$ cat src/rtl/shk_pkg.sv
// shared constants, types and control bundles for the string key hash table
package shk_pkg;

  localparam int unsigned MAP_SLOTS      = 512;
  localparam int unsigned ENTRY_CAPACITY = 256;
  localparam int unsigned MAX_KEY_LEN    = 32;

  localparam int unsigned SLOT_W = $clog2(MAP_SLOTS);
  localparam int unsigned ENT_W  = $clog2(ENTRY_CAPACITY);
  localparam int unsigned CNT_W  = $clog2(ENTRY_CAPACITY + 1);
  localparam int unsigned LEN_W  = $clog2(MAX_KEY_LEN + 1);
  localparam int unsigned KIDX_W = $clog2(MAX_KEY_LEN);
  localparam int unsigned IDX_OUT_W = 8;

  typedef enum logic [2:0] {
    STS_FOUND    = 3'd0,
    STS_INSERTED = 3'd1,
    STS_NOTFOUND = 3'd2,
    STS_FULL     = 3'd3,
    STS_TOOLONG  = 3'd4
  } status_e;

  typedef enum logic [1:0] {
    IDX_NONE = 2'd0,
    IDX_WALK = 2'd1,
    IDX_USED = 2'd2
  } idx_sel_e;

  typedef enum logic [3:0] {
    S_CLEAR,
    S_IDLE,
    S_HEAD,
    S_HEAD_CHK,
    S_LEN,
    S_LEN_CHK,
    S_BYTE,
    S_BYTE_CHK,
    S_NEXT,
    S_NEXT_CHK,
    S_MISS,
    S_COPY,
    S_LINK,
    S_LINK2,
    S_RESULT
  } state_e;

  typedef struct packed {
    logic     accept;
    logic     clr_step;
    logic     head_load;
    logic     next_load;
    logic     j_clr;
    logic     j_inc;
    logic     copy_wr;
    logic     link_wr;
    logic     link2_wr;
    logic     res_set;
    status_e  res_code;
    idx_sel_e res_idx;
    logic     out_load;
  } cmd_t;

  typedef struct packed {
    logic clr_last;
    logic overlong;
    logic head_valid;
    logic len_eq;
    logic byte_eq;
    logic j_last;
    logic next_valid;
    logic full;
    logic op;
    logic out_free;
  } sts_t;

endpackage

$ cat src/rtl/shk_ctrl.sv
// controller: slot clear sweep, chain walk, key compare and insert sequencing
module shk_ctrl import shk_pkg::*; (
  input  logic clk_i,
  input  logic rst_ni,
  input  logic in_valid_i,
  input  logic key_last_i,
  input  sts_t sts_i,
  output cmd_t cmd_o,
  output logic in_stall_o
);

  state_e state_q, state_d;
  logic   accept;

  assign in_stall_o = (state_q != S_IDLE);
  assign accept     = in_valid_i && (state_q == S_IDLE);

  always_ff @(posedge clk_i or negedge rst_ni) begin
    if (!rst_ni) begin
      state_q <= S_CLEAR;
    end else begin
      state_q <= state_d;
    end
  end

  always_comb begin
    state_d = state_q;
    case (state_q)
      S_CLEAR: begin
        if (sts_i.clr_last) state_d = S_IDLE;
      end
      S_IDLE: begin
        if (accept && key_last_i) state_d = S_HEAD;
      end
      S_HEAD: begin
        state_d = sts_i.overlong ? S_RESULT : S_HEAD_CHK;
      end
      S_HEAD_CHK: begin
        state_d = sts_i.head_valid ? S_LEN : S_MISS;
      end
      S_LEN: begin
        state_d = S_LEN_CHK;
      end
      S_LEN_CHK: begin
        state_d = sts_i.len_eq ? S_BYTE : S_NEXT;
      end
      S_BYTE: begin
        state_d = S_BYTE_CHK;
      end
      S_BYTE_CHK: begin
        if (!sts_i.byte_eq) state_d = S_NEXT;
        else if (sts_i.j_last) state_d = S_RESULT;
        else state_d = S_BYTE;
      end
      S_NEXT: begin
        state_d = S_NEXT_CHK;
      end
      S_NEXT_CHK: begin
        state_d = sts_i.next_valid ? S_LEN : S_MISS;
      end
      S_MISS: begin
        state_d = (!sts_i.op || sts_i.full) ? S_RESULT : S_COPY;
      end
      S_COPY: begin
        if (sts_i.j_last) state_d = S_LINK;
      end
      S_LINK: begin
        state_d = S_LINK2;
      end
      S_LINK2: begin
        state_d = S_RESULT;
      end
      S_RESULT: begin
        if (sts_i.out_free) state_d = S_IDLE;
      end
      default: state_d = S_IDLE;
    endcase
  end

  always_comb begin
    cmd_o          = '0;
    cmd_o.res_code = STS_FOUND;
    cmd_o.res_idx  = IDX_NONE;
    case (state_q)
      S_CLEAR: cmd_o.clr_step = 1'b1;
      S_IDLE:  cmd_o.accept = accept;
      S_HEAD: begin
        if (sts_i.overlong) begin
          cmd_o.res_set  = 1'b1;
          cmd_o.res_code = STS_TOOLONG;
        end
      end
      S_HEAD_CHK: cmd_o.head_load = 1'b1;
      S_LEN_CHK:  cmd_o.j_clr = 1'b1;
      S_BYTE_CHK: begin
        if (sts_i.byte_eq && sts_i.j_last) begin
          cmd_o.res_set  = 1'b1;
          cmd_o.res_code = STS_FOUND;
          cmd_o.res_idx  = IDX_WALK;
        end else begin
          cmd_o.j_inc = 1'b1;
        end
      end
      // the tail becomes the link target even when the chain ends here
      S_NEXT_CHK: cmd_o.next_load = 1'b1;
      S_MISS: begin
        cmd_o.j_clr = 1'b1;
        if (!sts_i.op) begin
          cmd_o.res_set  = 1'b1;
          cmd_o.res_code = STS_NOTFOUND;
        end else if (sts_i.full) begin
          cmd_o.res_set  = 1'b1;
          cmd_o.res_code = STS_FULL;
        end
      end
      S_COPY: begin
        cmd_o.copy_wr = 1'b1;
        cmd_o.j_inc   = 1'b1;
      end
      S_LINK: cmd_o.link_wr = 1'b1;
      S_LINK2: begin
        cmd_o.link2_wr = 1'b1;
        cmd_o.res_set  = 1'b1;
        cmd_o.res_code = STS_INSERTED;
        cmd_o.res_idx  = IDX_USED;
      end
      S_RESULT: cmd_o.out_load = sts_i.out_free;
      default: ;
    endcase
  end

endmodule

$ cat config.mk
export PLATFORM = sky130hd
export DESIGN_NAME = shk_ctrl
export DESIGN_NICKNAME = d
export VERILOG_FILES = /design/src/rtl/shk_pkg.sv /design/src/rtl/shk_ctrl.sv
export SDC_FILE = /design/constraint.sdc
export NUM_CORES = 1
export LEC_CHECK = 0
export ABC_AREA = 1
export BUFFER_PORTS_ARGS = -buffer_cell sky130_fd_sc_hd__buf_4
export CORE_MARGIN = 10
export CORE_UTILIZATION = 43
export CTS_CLUSTER_SIZE = 28
export DETAILED_ROUTE_END_ITERATION = 16
export GPL_ROUTABILITY_DRIVEN = 1
export PLACE_DENSITY = 0.77
export SLEW_MARGIN = 20
export SYNTH_ARGS = -nofsm -noshare
export SYNTH_HDL_FRONTEND = slang
export SYNTH_SLANG_ARGS = --single-unit
$ cat constraint.sdc
create_clock -name clk_i -period 1.6 [get_ports clk_i]
set_clock_uncertainty 0.05 [all_clocks]
set_input_delay 0.24 -clock clk_i [delete_from_list [all_inputs] [get_ports clk_i]]
set_output_delay 0.24 -clock clk_i [all_outputs]
set_load 0.01 [all_outputs]
==> results of run 1 <==
cells by family after synthesis:
logic type | synth area share (%)
buffers and inverters | 14.0
AOI/OAI and AO/OA | 11.0
and+or+nand+nor | 58.0
DFF | 17.0
critical path, delay by kind of cell, from the launching register on:
kind,cells,cell delay [ps]
buf+inv,3,370
flops,1,470
compound gates,1,170
simple gates,1,130
synth_stat cells, drive strengths merged:
master	count
nor3	1
a21oi	1
dfrtp	4
nand3b	3
inv	22
nand3	6
o21ai	9
nor4	1
o211ai	1
nor2	21
nand2	45
repair_timing:
item | in CTS | in global routing
hold endpoints to repair | 4 | 0
setup endpoints to repair | 8 | 19
resized for setup | 20 | 27
setup buffers | 9 | 4
hold buffers | 1 | 0
pin swaps | 9 | 9
per-layer routing:
metal  vias to the layer above  GRT usage [%]
met5                         -              0
met4                         0           3.36
met3                        14           5.53
met2                        60           25.4
met1                       424           15.9
li1                        451              -
final timing paths:
check / endpoint / depth (start not counted) / slack (ps) / from
setup / recovery: cmd_o[11] / 5 / -80 / state_q[1]$_DFFE_PN0P_
hold / removal: state_q[2]$_DFFE_PN0P_ / 2 / 270 / rst_ni
setup reg to reg: state_q[2]$_DFFE_PN0P_ / 10 / 100 / state_q[1]$_DFFE_PN0P_
hold reg to reg: state_q[0]$_DFFE_PN0P_ / 2 / 620 / state_q[0]$_DFFE_PN0P_
max in group asynchronous: state_q[1]$_DFFE_PN0P_ / 2 / 1110 / rst_ni
min in group clk_i: state_q[1]$_DFFE_PN0P_ / 4 / 280 / sts_i[4]
where the power goes:
part           leakage (nW)  total, mW  switching, mW  internal [mW]
Sequential           0.0458      0.271          0.113          0.158
Clock                0.0138      0.132         0.0473         0.0843
Combinational         0.605       1.42          0.790          0.632
layout make-up:
| cell class | instances | area [um2] | share of cell area [%] |
|---|---|---|---|
| clock buffers | 3 | 22.5 | 2.01 |
| inverters | 22 | 87.6 | 7.80 |
| multi-input cells | 88 | 503 | 44.8 |
| flip-flops and latches | 4 | 105 | 9.36 |
| well taps | 15 | 18.8 | 1.67 |
| repair buffers | 47 | 385 | 34.3 |
layout by cell type, fill, tap and decap left out, types with 3 or more instances in the layout:
cell type   n
nand2_1    39
buf_4      38
inv_1      14
buf_6       8
nor2_4      7
nor2_2      7
nor2_1      7
inv_2       6
nand2_2     5
o21ai_2     5
nand3_1     5
o21ai_0     4
dfrtp_2     4
nand3b_1    3
clkbuf_4    3
through the flow:
stage	util [%]	cell area (um2)	power, mW	setup slack [ps]	setup TNS, ps
6_report	86.3	1120	1.82	-81.3	-461
5_1_grt	86.3	1120	1.95	-158	-1160
3_5_place_dp	65.8	856	1.18	57.6	0
4_1_cts	77.4	1010	1.54	-32.6	-97.1
2_1_floorplan	-	589	0.803	172	0
3_3_place_gp	65.8	856	1.17	85.0	0
==> results.toml, run 1 <==
[global_routing]
grt_use_total_pct = 14.5
grt_max_degree = 7
grt_pass1_wl_mm = 3.98
antenna_found_initial = 0
grt_pass1_vias = 941
grt-ovfl-total = 0

[sta]
hold_viol_final = 0
fin_crit_sh_pct = 105
worst_slack_ps = -81.3
final_max_slew_viol_count = 0
max-slew-margin-rel_pct = 82.5
setup_violations = 13
whs_ps = 272
tightest_slew_ps = 261
period_needed_ps = 1680
timing.fmax_mhz = 595
rsz0062_at_grt = "true"

[run_status]
violations = "negative setup slack"
status = "complete, but fails checks"

[placed_design]
portBuffers = 30
dp_hpwl_mm = 1.85
dpl.cell_count = 162
place.gp.congestion = 0.875

[clocking]
ctsRootBufferMaster = "clkbuf_4"
numCtsBuffers = 3
clock-sinks = 4
cts_max_level = 1
cts_buffer_depth = 2
cts_tree = "yes"
clkSlewWorstSetupHoldPaths_ps = 40
clk_latency_ps = 250

[critical_path]
end_kind = "primary output"
crit_top_cell = "buf_4"
critPathArrivalTime_ps = 1390
crit_fanout = 5
crit_path_max_incr_delay_ps = 470
cp-start-kind = "flip-flop"
slowest_stage = "dfrtp_2"
crit_type = "reg -> out"
critical_path_required_ps = 1310
crit_chain = "inv_4 -> buf_4 -> nand2_1 -> o21ai_2 -> buf_4"

[power_and_ir_drop]
peakVddDrop_uv = 1350
leakage_nw = 0.665
power_density_nw_per_um2 = 1630

[routing]
wl_per_cell_um = 15.4
drc = 0
met3WireLength_um = 265
drt_pass1_iterations = 4
drt-initial-drc-count = 35
ant_nets = 0
vias_per_cell = 5.30
routed_wl_mm = 2.75
top_layer = "met4"
dr_total_vias = 949
drt-met1-wl_mm = 1.09
wl_met2_mm = 1.30

[floorplan]
fp.dieArea_um2 = 3250
rows = 13
start_util_pct = 45.3
core-area_um2 = 1300
io_pins = 31
die_height_um = 57.0
dieWidth_um = 57.0

[cells_and_area]
fin_cells = 179
antenna_cells = 0
largest-register = "state_q"
final_net_count = 180
largest_registers = "state_q: 4 flops"
largest_reg_flops = 4
nFillCells = 76
drive_gt1_share_pct = 54.3
syn2layout_area_growth_pct = 90.4

[synth]
yosys_warnings = 0
syn-num-nets = 128
syn_inst = 114
synthTopCellsByArea = "nand2_1, dfrtp_1, inv_1"
synth_area_leader_cell = "nand2_1"
synth_top_area_share_pct = 27.4
synth_cell_types = 16
yosysSeqAreaShare_pct = 17.0
ys_seq_elements = 4
syn_avg_cell_area_um2 = 5.17
syn_area_um2 = 589

[job]
maxCapViolations = 0

[worst_hold_path]
hold_path_class = "in -> async"
No activity file was read; power rests on OpenSTA's default activity.
==> inputs of run 2 (changes only) <==
CORE_UTILIZATION = 39   (was 43)
GPL_TIMING_DRIVEN = 0   (was default)
PLACE_DENSITY = 0.74   (was 0.77)
clock period = 1.5 ns   (was 1.6 ns; I/O delays follow)
==> run 2 against run 1 <==
The run still ends with negative setup slack left. Sequential cell count stayed put. Cell count grew 1.7%. Count of clock-buffer cells in the layout unchanged. Via count up 2.7%.
==> results.toml, run 2 (synthesis gave the netlist of run 1 again) <==
[run_status]
status = "complete, but fails checks"
violations = "negative setup slack"

[critical_path]
crit_chain = "buf_6 -> inv_6 -> nor2_4 -> nand2_2 -> o21ai_1 -> buf_4"
crit_path_max_incr_delay_ps = 460
critical_path_required_ps = 1220
crit_start = "state_q[3]$_DFFE_PN0P_"
end_kind = "primary output"
crit_buf_inv = 3
crit_fanout = 5
critPathTopFamily = "flip-flops"
slowest_stage = "dfrtp_2"
crit_type = "reg -> out"
rr_startpoint = "state_q[3]$_DFFE_PN0P_"
critPathArrivalTime_ps = 1440
cp-start-kind = "flip-flop"

[power_and_ir_drop]
power_density_nw_per_um2 = 1670
power.share.clock_pct = 7.1
intPower_mw = 0.942
leakage_nw = 0.687
comb_power_share_pct = 78.5
pwr-share-seq_pct = 14.4
peakVddDrop_uv = 1310
switching_share_pct = 52.2
p_sw_mw = 1.03

[sta]
period_needed_ps = 1720
rsz0062_at_grt = "true"
hold_viol_final = 0
final_max_slew_viol_count = 0
worst_slack_ps = -217
setup_violations = 17
tightest_slew_ps = 293
timing.fmax_mhz = 583
fin_crit_sh_pct = 114
max-slew-margin-rel_pct = 80.4
whs_ps = 267

[global_routing]
globalRouteMet3Util_pct = 4.72
antenna_found_initial = 0
use_met1_pct = 12.7
grt_pass1_vias = 875
grt-ovfl-total = 0
grt_max_degree = 8
grt_pass1_wl_mm = 3.60
grt_use_total_pct = 12.7
grt_busiest_layer = "met2"
met2_usage_pct = 22.8

[cells_and_area]
largest_reg_flops = 4
nFillCells = 79
multi_input_area_um2 = 527
largest_registers = "state_q: 4 flops"
antenna_cells = 0
seq_area_um2 = 105
largest-register = "state_q"
layout_commonest_cell = "buf_4"
layout_common_cells = "buf_4, nand2_1, inv_1, buf_6"
fin_cells = 182
syn2layout_area_growth_pct = 100
final_net_count = 183
final_util_pct = 86.3
drive_gt1_share_pct = 58.1

[floorplan]
die_height_um = 58.9
start_util_pct = 43.1
core-area_um2 = 1370
fp.dieArea_um2 = 3470
dieWidth_um = 58.9
rows = 13
io_pins = 31

[clocking]
clock-sinks = 4
clkSlewWorstSetupHoldPaths_ps = 50
cts_tree = "yes"
cts_max_level = 1
cts_buffer_depth = 2
numCtsBuffers = 3
ctsRootBufferMaster = "clkbuf_4"
clk_latency_ps = 240

[routing]
dr_total_vias = 975
drc = 0
wl_per_cell_um = 15.9
ant_nets = 0
drt_pass1_iterations = 4
drt-initial-drc-count = 63
routed_wl_mm = 2.89
vias_per_cell = 5.36

[job]
maxCapViolations = 0

[placed_design]
place.gp.congestion = 0.909
portBuffers = 30
dp_hpwl_mm = 1.72
dpl.cell_count = 159

[worst_hold_path]
hold_path_class = "in -> async"
## run 2: layout make-up
| cell class | count | area share, % |
|---|---|---|
| Timing Repair Buffer | 50 | 35.2 |
| Sequential cell | 4 | 8.92 |
| Multi-Input combinational cell | 88 | 44.7 |
| Inverter | 22 | 7.64 |
| Tap cell | 15 | 1.59 |
| Clock buffer | 3 | 1.91 |
## run 2: repair_timing
action	CTS	global route
hold endpoints to repair	4	0
hold buffers	1	0
gates resized for setup	35	23
pin swaps	8	11
endpoints found under the setup margin	18	21
buffers inserted	11	9
## run 2: path summary, 6_finish.rpt
kind                       slack, ps  cells after the start                endpoint
min in group clk_i               270                      4  state_q[1]$_DFFE_PN0P_
max in group asynchronous       1010                      2  state_q[0]$_DFFE_PN0P_
min reg2reg                      640                      2  state_q[0]$_DFFE_PN0P_
min                              270                      2  state_q[3]$_DFFE_PN0P_
max reg2reg                      -30                     12  state_q[3]$_DFFE_PN0P_
max                             -220                      6                cmd_o[3]
## run 2: per-layer routing
layer  up-vias  share of wire, %
met2        66                49
met1       442                39
met3        10               8.6
met4         0               3.5
met5         -                 0
li1        457                 -
## run 2: stage by stage
step	cell area [um2]	setup TNS [ps]	total power, mW	setup WS [ps]
after CTS	1040	-837	1.62	-120
after global routing	1180	-2760	2.11	-289
after detailed placement	833	-376	1.19	-91.7
final	1180	-1470	1.97	-217
after floorplan	589	0	0.857	87.2
after global placement	833	-220	1.17	-55.9
## run 2: power groups by stage
stage | sequential, mW | combinational, mW | clock [mW]
after floorplan | 0.232 | 0.625 | 0
after global placement | 0.241 | 0.930 | 0
after detailed placement | 0.246 | 0.940 | 0
after CTS | 0.281 | 1.20 | 0.143
after global routing | 0.289 | 1.66 | 0.159
final | 0.284 | 1.55 | 0.139
==> inputs of run 3 (changes only) <==
SKIP_CTS_REPAIR_TIMING = 1   (was default)
==> run 3 against run 2 <==
Core utilization decreased by 12 points. Total power decreased by 18%. Critical endpoint is now cmd_o[10]. Sequential share of layout area increased by 1.4 points. Clock power decreased by 3%. First-iteration DRC count decreased by 86%. Global-route usage decreased by 1.5 points. Die area unchanged. Sequential cell count unchanged. The flow still finishes with violations (negative setup slack).
==> results.toml, run 3 (synthesis gave the netlist of run 1 again) <==
[cells_and_area]
antenna_cells = 0
syn2layout_area_growth_pct = 72.8
drive_gt1_share_pct = 46.8
largest_reg_flops = 4
layout_commonest_cell = "nand2_1"
largest_registers = "state_q: 4 flops"
fin_cells = 169
layout_common_cells = "nand2_1, buf_4, inv_1, nor2_1, nor2_4"
final_net_count = 170
largest-register = "state_q"
nFillCells = 113
final_util_pct = 74.5

[critical_path]
crit_type = "reg -> out"
slowest_stage = "dfrtp_2"
critical_path_required_ps = 1220
crit_chain = "buf_4 -> inv_2 -> nand2_1 -> nor2_2 -> nand2_1 -> nand2_1 -> buf_4"
critPathArrivalTime_ps = 1370
end_kind = "primary output"
crit_path_max_incr_delay_ps = 460
cp-start-kind = "flip-flop"
crit_fanout = 5
crit_buf_inv = 3
crit_top_cell = "nand2_1"
critPathTopFamily = "flip-flops"

[placed_design]
place.gp.congestion = 0.909
portBuffers = 30
dp_slack_ps = -91.7
dpl.cell_count = 159
dp_hpwl_mm = 1.72

[global_routing]
grt_pass1_vias = 776
antenna_found_initial = 0
grt_pass1_wl_mm = 3.17
grt-ovfl-total = 0
grt_use_total_pct = 11.2
grt_max_degree = 8

[job]
maxCapViolations = 0

[clocking]
clock-sinks = 4
cts_max_level = 1
cts_buffer_depth = 2
numCtsBuffers = 3
clk_latency_ps = 230
cts_tree = "yes"
clkSlewWorstSetupHoldPaths_ps = 40
ctsRootBufferMaster = "clkbuf_4"

[sta]
max-slew-margin-rel_pct = 84.0
fin_crit_sh_pct = 110
worst_slack_ps = -147
period_needed_ps = 1650
tightest_slew_ps = 239
rsz0062_at_grt = "true"
hold_viol_final = 0
final_max_slew_viol_count = 0
setup_violations = 14
timing.fmax_mhz = 607

[power_and_ir_drop]
power_density_nw_per_um2 = 1590
fin_total_pwr_mw = 1.62
peakVddDrop_uv = 1260
leakage_nw = 0.610

[floorplan]
io_pins = 31
die_height_um = 58.9
rows = 13
core-area_um2 = 1370
dieWidth_um = 58.9
start_util_pct = 43.1
fp.dieArea_um2 = 3470

[run_status]
status = "complete, but fails checks"
violations = "negative setup slack"

[routing]
vias_per_cell = 4.96
drt-initial-drc-count = 9
drt_pass1_iterations = 4
dr_total_vias = 839
wl_per_cell_um = 12.4
ant_nets = 0
drc = 0
routed_wl_mm = 2.10

[worst_hold_path]
hold_path_class = "in -> async"
## run 3: power by group
group / switching [mW] / internal, mW
registers: 0.124 / 0.168
logic: 0.691 / 0.507
clock network: 0.0450 / 0.0896
## run 3: per-stage QoR
| stage | area, um2 | hold WS (ps) | setup TNS, ps |
|---|---|---|---|
| 4_1_cts | 856 | -284 | -2100 |
| 6_report | 1020 | 273 | -1110 |
| 3_3_place_gp | 833 | -29.8 | -220 |
| 2_1_floorplan | 589 | -121 | 0 |
| 5_1_grt | 1020 | 264 | -2420 |
| 3_5_place_dp | 833 | -28.7 | -376 |
## run 3: worst register-to-register path, cell delays in order (launching register included)
cell and delay (ps):
dfrtp_2 440, buf_4 140, inv_2 40, nor2_4 110, nand2_1 140, o21ai_2 230, nor2_4 60, o21ai_2 50
nand2_1 70
## run 3: final cells by class
class	count	area, um2	area share (%)
Multi-Input combinational cell	88	485	47.7
Tap cell	15	18.8	1.84
Clock buffer	3	22.5	2.21
Sequential cell	4	105	10.3
Inverter	22	87.6	8.60
Timing Repair Buffer	37	299	29.4
## run 3: per-layer routing
layer  vias to the layer above  part of all wire, %  GRT usage (%)
met2                        31                   49           19.4
met4                         0                 0.76           4.92
met1                       375                   42           11.7
met5                         -                    0              0
met3                         2                  8.3           4.29
li1                        431                    -              -
## run 3: worst paths after layout
path                                        startpoint                endpoint  slack, ps  cells past startpoint
max in group asynchronous                       rst_ni  state_q[0]$_DFFE_PN0P_       1010                      2
worst min register to register  state_q[0]$_DFFE_PN0P_  state_q[0]$_DFFE_PN0P_        630                      2
min in group clk_i                            sts_i[0]  state_q[2]$_DFFE_PN0P_        300                      4
worst max-delay path            state_q[3]$_DFFE_PN0P_               cmd_o[10]       -150                      7
worst min-delay path                            rst_ni  state_q[3]$_DFFE_PN0P_        270                      2
worst max register to register  state_q[3]$_DFFE_PN0P_  state_q[1]$_DFFE_PN0P_         50                      8
